## src/design/mail_header_line_parser_defines.svh

```systemverilog
// Assertion macros shared by the mail header line parser.
`ifndef MAIL_HEADER_LINE_PARSER_DEFINES_SVH
`define MAIL_HEADER_LINE_PARSER_DEFINES_SVH

// Plain property checked at every clock edge outside reset.
`define MHLP_ASSERT(lbl, prop) \
  lbl: assert property (@(posedge clk_i) disable iff (!rst_ni) (prop)) \
    else $error("mhlp: property failed");

// Same-cycle implication checked outside reset.
`define MHLP_ASSERT_IMP(lbl, ante, cons) \
  lbl: assert property (@(posedge clk_i) disable iff (!rst_ni) (ante) |-> (cons)) \
    else $error("mhlp: implication failed");

`endif

```

## src/design/mhlp_pkg.sv

```systemverilog
// Shared types and constants of the mail header line parser.
package mhlp_pkg;

  localparam int LEN_BITS_DEF   = 16;
  localparam int TOTAL_BITS_DEF = 32;

  // Result queue geometry.
  localparam int Q_DEPTH = 8;
  localparam int Q_PTR_W = 3;
  localparam int Q_CNT_W = 4;

  localparam logic [7:0] CHAR_COLON = 8'h3a;
  localparam logic [7:0] CHAR_LF    = 8'h0a;
  localparam logic [7:0] CHAR_CR    = 8'h0d;
  localparam logic [7:0] CHAR_NUL   = 8'h00;
  localparam logic [7:0] CHAR_SP    = 8'h20;
  localparam logic [7:0] CHAR_TAB   = 8'h09;

  typedef enum logic [1:0] {
    KIND_FIELD    = 2'd0,
    KIND_NO_COLON = 2'd1,
    KIND_CONT     = 2'd2,
    KIND_END      = 2'd3
  } kind_e;

  // Which of the two result slots the parser fills this cycle.
  typedef struct packed {
    logic a_valid;
    logic b_valid;
  } push_t;

  typedef struct packed {
    logic [Q_CNT_W-1:0] level;
    logic               low_space;
  } q_status_t;

endpackage

```

## src/design/mhlp_core.sv

```systemverilog
// Input register, per-byte line parsing and line state of the header parser.
module mhlp_core import mhlp_pkg::*; #(
  parameter int LEN_BITS   = LEN_BITS_DEF,
  parameter int TOTAL_BITS = TOTAL_BITS_DEF,
  parameter int REC_W      = 2 + 3 * LEN_BITS + 4 + 3 * TOTAL_BITS + 1
) (
  input  logic             clk_i,
  input  logic             rst_ni,
  input  logic             cfg_we_i,
  input  logic             cfg_wdata_i,
  input  logic             in_valid_i,
  input  logic             stall_i,
  input  logic [7:0]       data_byte_i,
  input  logic             end_of_input_i,
  output push_t            push_o,
  output logic [REC_W-1:0] rec_a_o,
  output logic [REC_W-1:0] rec_b_o
);

  typedef struct packed {
    kind_e                 kind;
    logic [LEN_BITS-1:0]   name;
    logic [LEN_BITS-1:0]   middle;
    logic [LEN_BITS-1:0]   value;
    logic                  crlf;
    logic                  nonl;
    logic                  cont;
    logic                  nul;
    logic [TOTAL_BITS-1:0] lines;
    logic [TOTAL_BITS-1:0] phys;
    logic [TOTAL_BITS-1:0] virt;
    logic                  last;
  } rec_t;

  localparam logic [LEN_BITS-1:0]   LEN_MAX = '1;
  localparam logic [TOTAL_BITS-1:0] TOT_MAX = '1;

  // Input register.
  logic       vld_q;
  logic [7:0] byte_q;
  logic       eoi_q;

  logic skip_q;

  // Held record of the previous line.
  logic                held_vld_q, held_vld_d;
  kind_e               held_kind_q, held_kind_d;
  logic [LEN_BITS-1:0] held_name_q, held_name_d;
  logic [LEN_BITS-1:0] held_mid_q, held_mid_d;
  logic [LEN_BITS-1:0] held_val_q, held_val_d;
  logic                held_crlf_q, held_crlf_d;
  logic                held_nonl_q, held_nonl_d;

  // Current line state.
  logic [LEN_BITS-1:0] pos_q, pos_d;
  logic [LEN_BITS-1:0] colon_q, colon_d;
  logic                colon_fnd_q, colon_fnd_d;
  logic [LEN_BITS-1:0] name_end_q, name_end_d;
  logic [LEN_BITS-1:0] vstart_q, vstart_d;
  logic                vstart_fnd_q, vstart_fnd_d;
  logic                cont_q, cont_d;
  logic                prev_cr_q, prev_cr_d;
  logic                first_lwsp_q, first_lwsp_d;
  logic                done_q, done_d;
  logic                nul_q, nul_d;
  logic [TOTAL_BITS-1:0] lines_q, lines_d;
  logic [TOTAL_BITS-1:0] phys_q, phys_d;
  logic [TOTAL_BITS-1:0] virt_q, virt_d;

  logic                process;
  logic                is_lf, is_lwsp;
  logic                cont_line;
  logic [LEN_BITS-1:0] pos_inc;

  // Record builder signals.
  logic [LEN_BITS-1:0] s_b;
  logic                crlf_b, nonl_b, cont_b;
  kind_e               kind_b;
  logic [LEN_BITS-1:0] name_b, mid_b, val_b;
  logic [LEN_BITS-1:0] vlen, n_len, pos_a, pos_bb, pos_sel, pos_c;
  logic                all_lwsp;
  logic [LEN_BITS:0]   mid_w;

  logic [TOTAL_BITS:0]   virt_sum;
  logic [TOTAL_BITS-1:0] lines_n, phys_n, virt_n;
  logic                  nul_n;

  rec_t rec_a, rec_b;

  assign process = vld_q && !done_q;
  assign is_lf   = (byte_q == CHAR_LF);
  assign is_lwsp = (byte_q == CHAR_SP) || (byte_q == CHAR_TAB);
  assign cont_line = held_vld_q ? is_lwsp : cont_q;
  assign pos_inc = (pos_q == LEN_MAX) ? pos_q : pos_q + LEN_BITS'(1);

  // Record of the current line, for a line feed or for the end of the stream.
  always_comb begin
    if (eoi_q) begin
      s_b = pos_q;
    end else if (prev_cr_q && (pos_q != '0)) begin
      s_b = pos_q - LEN_BITS'(1);
    end else begin
      s_b = pos_q;
    end
    crlf_b = !eoi_q && prev_cr_q;
    nonl_b = eoi_q;
    cont_b = eoi_q ? cont_q : cont_line;

    vlen     = (s_b > colon_q) ? s_b - colon_q - LEN_BITS'(1) : '0;
    all_lwsp = !vstart_fnd_q || (vstart_q >= s_b);
    n_len    = (name_end_q > colon_q) ? colon_q : name_end_q;
    pos_a    = (vstart_q > colon_q) ? vstart_q - colon_q - LEN_BITS'(1) : '0;
    pos_bb   = ((vlen != '0) && first_lwsp_q) ? LEN_BITS'(1) : '0;
    pos_sel  = (skip_q && !all_lwsp) ? pos_a : pos_bb;
    pos_c    = (pos_sel > vlen) ? vlen : pos_sel;
    mid_w    = {1'b0, colon_q} + (LEN_BITS+1)'(1) + {1'b0, pos_c} - {1'b0, n_len};

    name_b = '0;
    mid_b  = '0;
    val_b  = '0;
    if ((s_b == '0) && !nonl_b) begin
      kind_b = KIND_END;
    end else if (cont_b) begin
      kind_b = KIND_CONT;
      val_b  = s_b;
    end else if (!colon_fnd_q) begin
      kind_b = KIND_NO_COLON;
      name_b = s_b;
    end else begin
      kind_b = KIND_FIELD;
      name_b = n_len;
      mid_b  = mid_w[LEN_BITS] ? LEN_MAX : mid_w[LEN_BITS-1:0];
      val_b  = vlen - pos_c;
    end
  end

  // Totals after this byte; a bare line feed counts twice in the virtual total.
  always_comb begin
    virt_sum = {1'b0, virt_q} + (TOTAL_BITS+1)'(1)
             + (TOTAL_BITS+1)'(is_lf && !prev_cr_q);
    if (eoi_q) begin
      lines_n = lines_q;
      phys_n  = phys_q;
      virt_n  = virt_q;
      nul_n   = nul_q;
    end else begin
      lines_n = (is_lf && (lines_q != TOT_MAX)) ? lines_q + TOTAL_BITS'(1) : lines_q;
      phys_n  = (phys_q == TOT_MAX) ? phys_q : phys_q + TOTAL_BITS'(1);
      virt_n  = (virt_sum > {1'b0, TOT_MAX}) ? TOT_MAX : virt_sum[TOTAL_BITS-1:0];
      nul_n   = nul_q || (byte_q == CHAR_NUL);
    end
  end

  always_comb begin
    push_o.a_valid = process && held_vld_q;
    if (eoi_q) begin
      push_o.b_valid = process && !held_vld_q && (pos_q != '0);
    end else begin
      push_o.b_valid = process && is_lf && (kind_b == KIND_END);
    end

    rec_a.kind   = held_kind_q;
    rec_a.name   = held_name_q;
    rec_a.middle = held_mid_q;
    rec_a.value  = held_val_q;
    rec_a.crlf   = held_crlf_q;
    rec_a.nonl   = held_nonl_q;
    rec_a.cont   = !eoi_q && is_lwsp;
    rec_a.nul    = nul_q;
    rec_a.lines  = lines_q;
    rec_a.phys   = phys_q;
    rec_a.virt   = virt_q;
    rec_a.last   = !push_o.b_valid;

    rec_b.kind   = kind_b;
    rec_b.name   = name_b;
    rec_b.middle = mid_b;
    rec_b.value  = val_b;
    rec_b.crlf   = crlf_b;
    rec_b.nonl   = nonl_b;
    rec_b.cont   = 1'b0;
    rec_b.nul    = nul_n;
    rec_b.lines  = lines_n;
    rec_b.phys   = phys_n;
    rec_b.virt   = virt_n;
    rec_b.last   = 1'b1;
  end

  assign rec_a_o = rec_a;
  assign rec_b_o = rec_b;

  always_comb begin
    held_vld_d   = held_vld_q;
    held_kind_d  = held_kind_q;
    held_name_d  = held_name_q;
    held_mid_d   = held_mid_q;
    held_val_d   = held_val_q;
    held_crlf_d  = held_crlf_q;
    held_nonl_d  = held_nonl_q;
    pos_d        = pos_q;
    colon_d      = colon_q;
    colon_fnd_d  = colon_fnd_q;
    name_end_d   = name_end_q;
    vstart_d     = vstart_q;
    vstart_fnd_d = vstart_fnd_q;
    cont_d       = cont_q;
    prev_cr_d    = prev_cr_q;
    first_lwsp_d = first_lwsp_q;
    done_d       = done_q;
    nul_d        = nul_n;
    lines_d      = lines_n;
    phys_d       = phys_n;
    virt_d       = virt_n;

    if (!process) begin
      nul_d   = nul_q;
      lines_d = lines_q;
      phys_d  = phys_q;
      virt_d  = virt_q;
    end else if (eoi_q || is_lf) begin
      // The line is finished: either hold its record or close the stream.
      held_vld_d   = !eoi_q && (kind_b != KIND_END);
      held_kind_d  = kind_b;
      held_name_d  = name_b;
      held_mid_d   = mid_b;
      held_val_d   = val_b;
      held_crlf_d  = crlf_b;
      held_nonl_d  = nonl_b;
      done_d       = eoi_q || (kind_b == KIND_END);
      pos_d        = '0;
      colon_d      = '0;
      colon_fnd_d  = 1'b0;
      name_end_d   = '0;
      vstart_d     = '0;
      vstart_fnd_d = 1'b0;
      cont_d       = 1'b0;
      prev_cr_d    = 1'b0;
      first_lwsp_d = 1'b0;
    end else begin
      held_vld_d = 1'b0;
      cont_d     = cont_line;
      if (!cont_line) begin
        if (!colon_fnd_q) begin
          if (byte_q == CHAR_COLON) begin
            colon_fnd_d = 1'b1;
            colon_d     = pos_q;
          end else if (!is_lwsp) begin
            name_end_d = pos_inc;
          end
        end else begin
          if (({1'b0, pos_q} == {1'b0, colon_q} + (LEN_BITS+1)'(1)) && is_lwsp) begin
            first_lwsp_d = 1'b1;
          end
          if (!vstart_fnd_q && !is_lwsp) begin
            vstart_fnd_d = 1'b1;
            vstart_d     = pos_q;
          end
        end
      end
      pos_d     = pos_inc;
      prev_cr_d = (byte_q == CHAR_CR);
    end
  end

  always_ff @(posedge clk_i or negedge rst_ni) begin
    if (!rst_ni) begin
      vld_q        <= 1'b0;
      skip_q       <= 1'b1;
      held_vld_q   <= 1'b0;
      pos_q        <= '0;
      colon_q      <= '0;
      colon_fnd_q  <= 1'b0;
      name_end_q   <= '0;
      vstart_q     <= '0;
      vstart_fnd_q <= 1'b0;
      cont_q       <= 1'b0;
      prev_cr_q    <= 1'b0;
      first_lwsp_q <= 1'b0;
      done_q       <= 1'b0;
      nul_q        <= 1'b0;
      lines_q      <= '0;
      phys_q       <= '0;
      virt_q       <= '0;
    end else begin
      vld_q        <= in_valid_i && !stall_i;
      if (cfg_we_i) begin
        skip_q <= cfg_wdata_i;
      end
      held_vld_q   <= held_vld_d;
      pos_q        <= pos_d;
      colon_q      <= colon_d;
      colon_fnd_q  <= colon_fnd_d;
      name_end_q   <= name_end_d;
      vstart_q     <= vstart_d;
      vstart_fnd_q <= vstart_fnd_d;
      cont_q       <= cont_d;
      prev_cr_q    <= prev_cr_d;
      first_lwsp_q <= first_lwsp_d;
      done_q       <= done_d;
      nul_q        <= nul_d;
      lines_q      <= lines_d;
      phys_q       <= phys_d;
      virt_q       <= virt_d;
    end
  end

  always_ff @(posedge clk_i) begin
    if (in_valid_i && !stall_i) begin
      byte_q <= data_byte_i;
      eoi_q  <= end_of_input_i;
    end
    held_kind_q <= held_kind_d;
    held_name_q <= held_name_d;
    held_mid_q  <= held_mid_d;
    held_val_q  <= held_val_d;
    held_crlf_q <= held_crlf_d;
    held_nonl_q <= held_nonl_d;
  end

endmodule

```

## src/design/mhlp_queue.sv

```systemverilog
// Result queue that takes up to two words a cycle and delivers one unless the output is stalled.
module mhlp_queue import mhlp_pkg::*; #(
  parameter int WIDTH = 8
) (
  input  logic             clk_i,
  input  logic             rst_ni,
  input  push_t            push_i,
  input  logic [WIDTH-1:0] data_a_i,
  input  logic [WIDTH-1:0] data_b_i,
  input  logic             out_stall_i,
  output logic             out_valid_o,
  output logic [WIDTH-1:0] out_data_o,
  output q_status_t        status_o
);

  logic [WIDTH-1:0]   mem_q [Q_DEPTH];
  logic [Q_PTR_W-1:0] wr_q, rd_q;
  logic [Q_CNT_W-1:0] cnt_q;
  logic [Q_CNT_W-1:0] n_push;
  logic [WIDTH-1:0]   first_data;
  logic               pop;
  logic [Q_PTR_W-1:0] wr_next_slot;

  assign n_push = Q_CNT_W'(push_i.a_valid) + Q_CNT_W'(push_i.b_valid);
  assign first_data = push_i.a_valid ? data_a_i : data_b_i;
  assign wr_next_slot = wr_q + Q_PTR_W'(1);
  assign pop = (cnt_q != '0) && !out_stall_i;

  assign out_valid_o = (cnt_q != '0);
  assign out_data_o  = mem_q[rd_q];

  // The parser may hand over two words per item, so the input side stops
  // while fewer than four slots are free.
  assign status_o.level     = cnt_q;
  assign status_o.low_space = (cnt_q > Q_CNT_W'(Q_DEPTH - 4));

  always_ff @(posedge clk_i) begin
    if (push_i.a_valid || push_i.b_valid) begin
      mem_q[wr_q] <= first_data;
    end
    if (push_i.a_valid && push_i.b_valid) begin
      mem_q[wr_next_slot] <= data_b_i;
    end
  end

  always_ff @(posedge clk_i or negedge rst_ni) begin
    if (!rst_ni) begin
      wr_q  <= '0;
      rd_q  <= '0;
      cnt_q <= '0;
    end else begin
      wr_q  <= wr_q + n_push[Q_PTR_W-1:0];
      if (pop) begin
        rd_q <= rd_q + Q_PTR_W'(1);
      end
      cnt_q <= cnt_q + n_push - Q_CNT_W'(pop);
    end
  end

endmodule

```

## src/design/mail_header_line_parser.sv

```systemverilog
// Mail header line parser: one byte per cycle in unless stalled, one record per line out.
// A taken byte is captured in the input register and its records then go into the result
// queue, which offers them in order; a line's record comes with the next line's first byte.
// Throughput is one byte per cycle unless stalled; an item yielding two records delivers
// them one at a time, and the input stalls while the queue has fewer than four free slots.
// Reset clears all line state, totals and the queue; the space-skip register resets to 1.
`include "mail_header_line_parser_defines.svh"

module mail_header_line_parser import mhlp_pkg::*; #(
  parameter int LEN_BITS   = LEN_BITS_DEF,
  parameter int TOTAL_BITS = TOTAL_BITS_DEF
) (
  input  logic                  clk_i,
  input  logic                  rst_ni,
  input  logic                  cfg_we_i,
  input  logic                  cfg_wdata_i,
  input  logic                  in_valid_i,
  output logic                  in_stall_o,
  input  logic [7:0]            data_byte_i,
  input  logic                  end_of_input_i,
  output logic                  out_valid_o,
  input  logic                  out_stall_i,
  output logic [1:0]            line_kind_o,
  output logic [LEN_BITS-1:0]   name_length_o,
  output logic [LEN_BITS-1:0]   middle_length_o,
  output logic [LEN_BITS-1:0]   value_length_o,
  output logic                  ends_crlf_o,
  output logic                  lacks_newline_o,
  output logic                  next_continues_o,
  output logic                  saw_nul_o,
  output logic [TOTAL_BITS-1:0] lines_total_o,
  output logic [TOTAL_BITS-1:0] physical_total_o,
  output logic [TOTAL_BITS-1:0] virtual_total_o,
  output logic                  last_of_run_o
);

  typedef struct packed {
    kind_e                 kind;
    logic [LEN_BITS-1:0]   name;
    logic [LEN_BITS-1:0]   middle;
    logic [LEN_BITS-1:0]   value;
    logic                  crlf;
    logic                  nonl;
    logic                  cont;
    logic                  nul;
    logic [TOTAL_BITS-1:0] lines;
    logic [TOTAL_BITS-1:0] phys;
    logic [TOTAL_BITS-1:0] virt;
    logic                  last;
  } rec_t;

  localparam int REC_W = $bits(rec_t);

  push_t            push;
  q_status_t        q_stat;
  logic [REC_W-1:0] rec_a, rec_b, rec_out;
  rec_t             rec;

  assign in_stall_o = q_stat.low_space;

  mhlp_core #(
    .LEN_BITS   (LEN_BITS),
    .TOTAL_BITS (TOTAL_BITS),
    .REC_W      (REC_W)
  ) u_core (
    .clk_i          (clk_i),
    .rst_ni         (rst_ni),
    .cfg_we_i       (cfg_we_i),
    .cfg_wdata_i    (cfg_wdata_i),
    .in_valid_i     (in_valid_i),
    .stall_i        (q_stat.low_space),
    .data_byte_i    (data_byte_i),
    .end_of_input_i (end_of_input_i),
    .push_o         (push),
    .rec_a_o        (rec_a),
    .rec_b_o        (rec_b)
  );

  mhlp_queue #(
    .WIDTH (REC_W)
  ) u_queue (
    .clk_i       (clk_i),
    .rst_ni      (rst_ni),
    .push_i      (push),
    .data_a_i    (rec_a),
    .data_b_i    (rec_b),
    .out_stall_i (out_stall_i),
    .out_valid_o (out_valid_o),
    .out_data_o  (rec_out),
    .status_o    (q_stat)
  );

  assign rec = rec_out;

  assign line_kind_o      = rec.kind;
  assign name_length_o    = rec.name;
  assign middle_length_o  = rec.middle;
  assign value_length_o   = rec.value;
  assign ends_crlf_o      = rec.crlf;
  assign lacks_newline_o  = rec.nonl;
  assign next_continues_o = rec.cont;
  assign saw_nul_o        = rec.nul;
  assign lines_total_o    = rec.lines;
  assign physical_total_o = rec.phys;
  assign virtual_total_o  = rec.virt;
  assign last_of_run_o    = rec.last;

  // The queue must have room for both words whenever the parser pushes two.
  `MHLP_ASSERT_IMP(a_push_room, push.a_valid && push.b_valid, q_stat.level <= Q_CNT_W'(Q_DEPTH - 2))
  `MHLP_ASSERT(a_level_bound, q_stat.level <= Q_CNT_W'(Q_DEPTH))
  // An end of headers record is always the final record of its byte.
  `MHLP_ASSERT_IMP(a_end_is_last, out_valid_o && (line_kind_o == KIND_END), last_of_run_o)
  `MHLP_ASSERT_IMP(a_nonl_flags, out_valid_o && lacks_newline_o, !next_continues_o && !ends_crlf_o)

endmodule
```

## config.mk

```make
export PLATFORM = sky130hd
export DESIGN_NAME = mail_header_line_parser
export DESIGN_NICKNAME = d
export VERILOG_FILES = /design/src/design/mhlp_pkg.sv /design/src/design/mhlp_core.sv /design/src/design/mhlp_queue.sv /design/src/design/mail_header_line_parser.sv
export VERILOG_INCLUDE_DIRS = /design/src /design/src/design
export SDC_FILE = /design/constraint.sdc
export NUM_CORES = 2
export LEC_CHECK = 0
export ABC_AREA = 1
export BUFFER_PORTS_ARGS = -buffer_cell sky130_fd_sc_hd__buf_2
export CAP_MARGIN = 0
export CORE_MARGIN = 2
export CORE_UTILIZATION = 42
export DETAILED_ROUTE_END_ITERATION = 12
export PLACE_DENSITY = 0.55
export SKIP_LAST_GASP = 1
export SYNTH_ARGS = -nofsm -noshare
export SYNTH_HDL_FRONTEND = slang
export SYNTH_SLANG_ARGS = --single-unit
```

## constraint.sdc

```tcl
create_clock -name clk_i -period 16 [get_ports clk_i]
set_clock_uncertainty 0.1 [all_clocks]
set_input_delay 4 -clock clk_i [delete_from_list [all_inputs] [get_ports clk_i]]
set_output_delay 4 -clock clk_i [all_outputs]
set_load 0.05 [all_outputs]
```

==> impl_metrics.env <==
export IMPL_status="complete, no violations"
export IMPL_antenna_found_initial=10
export IMPL_die_area_sq_um=194300
export IMPL_reg2reg_to="u_queue.mem_q[1][117]"
export IMPL_vias=69320
export IMPL_whs_endpoint="u_queue.mem_q[4][98]"
export IMPL_finalNonFillerCells=11390
export IMPL_power_net_switching_mw=8.789
export IMPL_slowest_stage="fa_1"
export IMPL_finalWorstSetupSlack_ns=5.559
export IMPL_p_seq_share_pct=25.3
export IMPL_path_max_fanout=22
export IMPL_pwr_share_comb_pct=53.4
export IMPL_arrival_ns=10.93
export IMPL_synthArstFlopShare_pct=12.42
export IMPL_fin_tns_setup_ns=0
export IMPL_tritoncts="done"
export IMPL_reg2reg_depth=54
export IMPL_switching_share_pct=50.06
export IMPL_synth_cells=8933
export IMPL_first_pass_iters=6
export IMPL_multi_input_area_sq_um=33600
export IMPL_r2r_start="u_core.pos_q[3]"
export IMPL_internal_power_mw=8.768
export IMPL_min_from="u_queue.mem_q[4][98]"
export IMPL_grt_max_degree=229
export IMPL_maxCapViolations=0
export IMPL_fin_crit_ns=10.44
export IMPL_initial_utilization_pct=42.23
export IMPL_whs_path_depth=2
export IMPL_drtAntennaViolNets=0
export IMPL_cts_sinks=1449
export IMPL_hp_class="reg -> reg"
export IMPL_synth_seq_cells=1449
export IMPL_relSlewSlack_pct=12.85
export IMPL_critPathKind="reg -> reg"
export IMPL_clk_latency_ns=0.85
export IMPL_seq_area_sq_um=42460
export IMPL_grt_remaining_overflow=0
export IMPL_cts_root_buf="clkbuf_16"
export IMPL_cts_buffer_depth=3
export IMPL_ys_seq_area_share_pct=52.97
export IMPL_drt_wl_total_mm=307.8
export IMPL_cpPeakStageDelay_ns=0.59
export IMPL_drtIter0Drc=8352
export IMPL_crit_path_end_kind="register"
export IMPL_synth_area_sq_um=80140
export IMPL_h_tree_depth=4
export IMPL_final_max_slew_viol_count=0
export IMPL_synth_edf_count=1253
export IMPL_cts_buffers=164
export IMPL_ys_flop_type="edfxtp_1"
export IMPL_grt_pass1_wl_mm=447.2
export IMPL_drive_above_1_share_pct=10.11
export IMPL_nets=8903
export IMPL_rsz0062_at_grt="no"
export IMPL_rrSetupSlack_ns=5.56
export IMPL_place_congestion=0.9587
export IMPL_core_area_sq_um=189800
export IMPL_worstMarginPinSlew_ns=1.307
export IMPL_postCtsHoldBufs=0
export IMPL_top_level_ports=168
export IMPL_grt_pass1_vias=65700
export IMPL_area_growth_pct=9.741
export IMPL_ys_warn_count=0
export IMPL_pwr_share_clk_pct=21.3
export IMPL_grt_use_total_pct=31.00
export IMPL_finalSetupViolCount=0
export IMPL_synth_cell_types=74
export IMPL_finalHoldViolations=0
export IMPL_cts_setup_buffers=0
export IMPL_fp_row_count=160
export IMPL_syn_nets=9104
export IMPL_fillers=18230
export IMPL_worstPathRequired_ns=16.49
export IMPL_die_h_microns=440.8
export IMPL_worstSetupStartpointType="register"
export IMPL_period_share_pct=65.26
export IMPL_cellLeakagePower_nw=33.62
export IMPL_post_cts_resized=0
export IMPL_irDropWorstVdd_mv=0.2415
export IMPL_holdWs_ns=0.3711
export IMPL_placed_cells=11080
export IMPL_vias_per_cell=6.088
export IMPL_powerDensity_nw_per_um2=199.6
export IMPL_drc=0
export IMPL_clk_pin_slew_ns=0.06
export IMPL_portBuffers=167
export IMPL_place_worst_setup_slack_ns=5.743
export IMPL_die_w_microns=440.8
export IMPL_syn_area_per_cell_sq_um=8.971
export IMPL_cp_common_cell="nand2_1"
export IMPL_hpwl_mm=170.2
export IMPL_fmax_ghz=0.09577
export IMPL_wl_per_cell_microns=27.03
[power groups by stage]
stage,Sequential (mW),Combinational (mW),Clock [mW]
floorplan,4.36,6.63,0
global placement,4.50,9.28,0
detailed placement,4.51,9.29,0
CTS,4.43,9.32,3.77
global route,4.45,10.1,3.91
finish,4.44,9.38,3.74
[critical path, delay by kind of cell, from the launching register on]
family	cells	cell delay [ns]
flip-flops	1	0.46
adder cells (fa/ha/maj)	4	1.46
AND/OR/NAND/NOR	30	4.12
XOR/XNOR	1	0.47
buffers and inverters	11	1.75
AO/OA/AOI/OAI	8	1.82
[placed cells by master (no fill, tap or decap), types with 24 or more instances in the layout]
master,netlist,routed
clkbuf_16,0,167
o22ai_2,38,38
nand4_1,43,43
o21ai_2,84,84
o21ai_1,158,158
o22ai_1,741,741
inv_2,50,43
nand2_4,34,39
inv_1,390,380
dfrtp_1,179,177
nand3_2,38,38
nor3_1,67,67
nand2_1,1840,1835
nand3_1,237,237
nor2_1,1266,1249
a31oi_1,160,160
xnor2_1,34,34
edfxtp_1,1253,1253
a21oi_1,104,103
ha_1,135,135
clkbuf_1,533,67
xor2_1,100,100
a32o_1,56,56
clkinv_2,0,24
o21ai_0,1025,1025
buf_4,3,99
buf_2,31,166
[metal layers]
metal  track usage, %  wire [microns]  vias to the layer above
met3            4.939           27680                      692
met5                0              65                        -
li1                 -               -                    31130
met2            50.49          144100                     3563
met4            12.28           12920                        8
met1            41.35          123000                    33930
[metrics by stage]
stage / power [mW] / cell area [sq um] / util, %
2_1_floorplan: 10.99 / 80140 / -
3_3_place_gp: 13.78 / 82720 / 43.58
3_5_place_dp: 13.80 / 82720 / 43.58
4_1_cts: 17.53 / 87940 / 46.34
5_1_grt: 18.51 / 87940 / 46.34
6_report: 17.56 / 87940 / 46.34
[sequential cells by signal (all words and copies together) (netlist names), 2 cells and up]
register / count
u_core.phys_q: 32
u_queue.rd_q: 3
u_queue.wr_q: 3
u_core.pos_q: 16
u_core.lines_q: 32
u_core.colon_q: 16
u_queue.mem_q: 1208
u_core.held_kind_q: 2
u_core.vstart_q: 16
u_core.held_val_q: 16
u_core.virt_q: 32
u_core.name_end_q: 16
u_core.byte_q: 8
u_core.held_mid_q: 16
u_core.held_name_q: 16
u_queue.cnt_q: 4
[cell usage after synthesis (20+ instances only)]
cell / count / area share (%)
inv_2: 50 / 0.23
xor2_1: 100 / 1.1
o21ai_1: 158 / 0.99
o22ai_2: 38 / 0.59
o21ai_2: 84 / 0.92
xnor2_1: 34 / 0.37
o22ai_1: 741 / 5.8
o21ai_4: 23 / 0.47
nand3_2: 38 / 0.47
ha_1: 135 / 2.1
clkbuf_1: 533 / 2.5
nand4_1: 43 / 0.34
o21ai_0: 1025 / 6.4
buf_2: 31 / 0.19
edfxtp_1: 1253 / 47
inv_1: 390 / 1.8
dfrtp_1: 179 / 5.6
buf_1: 56 / 0.26
a32o_1: 56 / 0.70
a21oi_1: 104 / 0.65
a31oi_1: 160 / 1.2
nand2_1: 1840 / 8.6
nand3_1: 237 / 1.5
nor2_1: 1266 / 5.9
nand2_4: 34 / 0.48
fa_1: 21 / 0.52
nor3_1: 67 / 0.42
nor4_1: 20 / 0.16
[final cells by class]
type	count	share of cell area [%]
flip-flops and latches	1449	48.28
clock buffers	250	5.288
diodes	2	0.005691
inverters	454	2.052
repair buffers	272	1.943
multi-input cells	6391	38.21
clock inverters	57	0.6502
well taps	2511	3.572
[logic make-up after synthesis]
family	Yosys count	synth area share, %
simple gates	3633	18.80
compound gates	2445	18.32
flops	1449	52.97
buf+inv	1093	5.309
xor+xnor	156	1.953
fa+ha+maj	156	2.632
mux	1	0.01249
[worst max-delay path by stage]
stage | start | to | depth (start not counted)
2_1_floorplan | u_core.pos_q[0] | u_queue.mem_q[2][121] | 54
3_3_place_gp | u_core.pos_q[1] | u_queue.mem_q[5][118] | 54
3_5_place_dp | u_core.pos_q[3] | u_queue.mem_q[1][117] | 53
4_1_cts | u_core.pos_q[3] | u_queue.mem_q[5][117] | 53
5_1_grt | u_core.pos_q[3] | u_queue.mem_q[1][117] | 54
6_report | u_core.pos_q[3] | u_queue.mem_q[1][117] | 54
No activity file was read; power rests on OpenSTA's default activity.
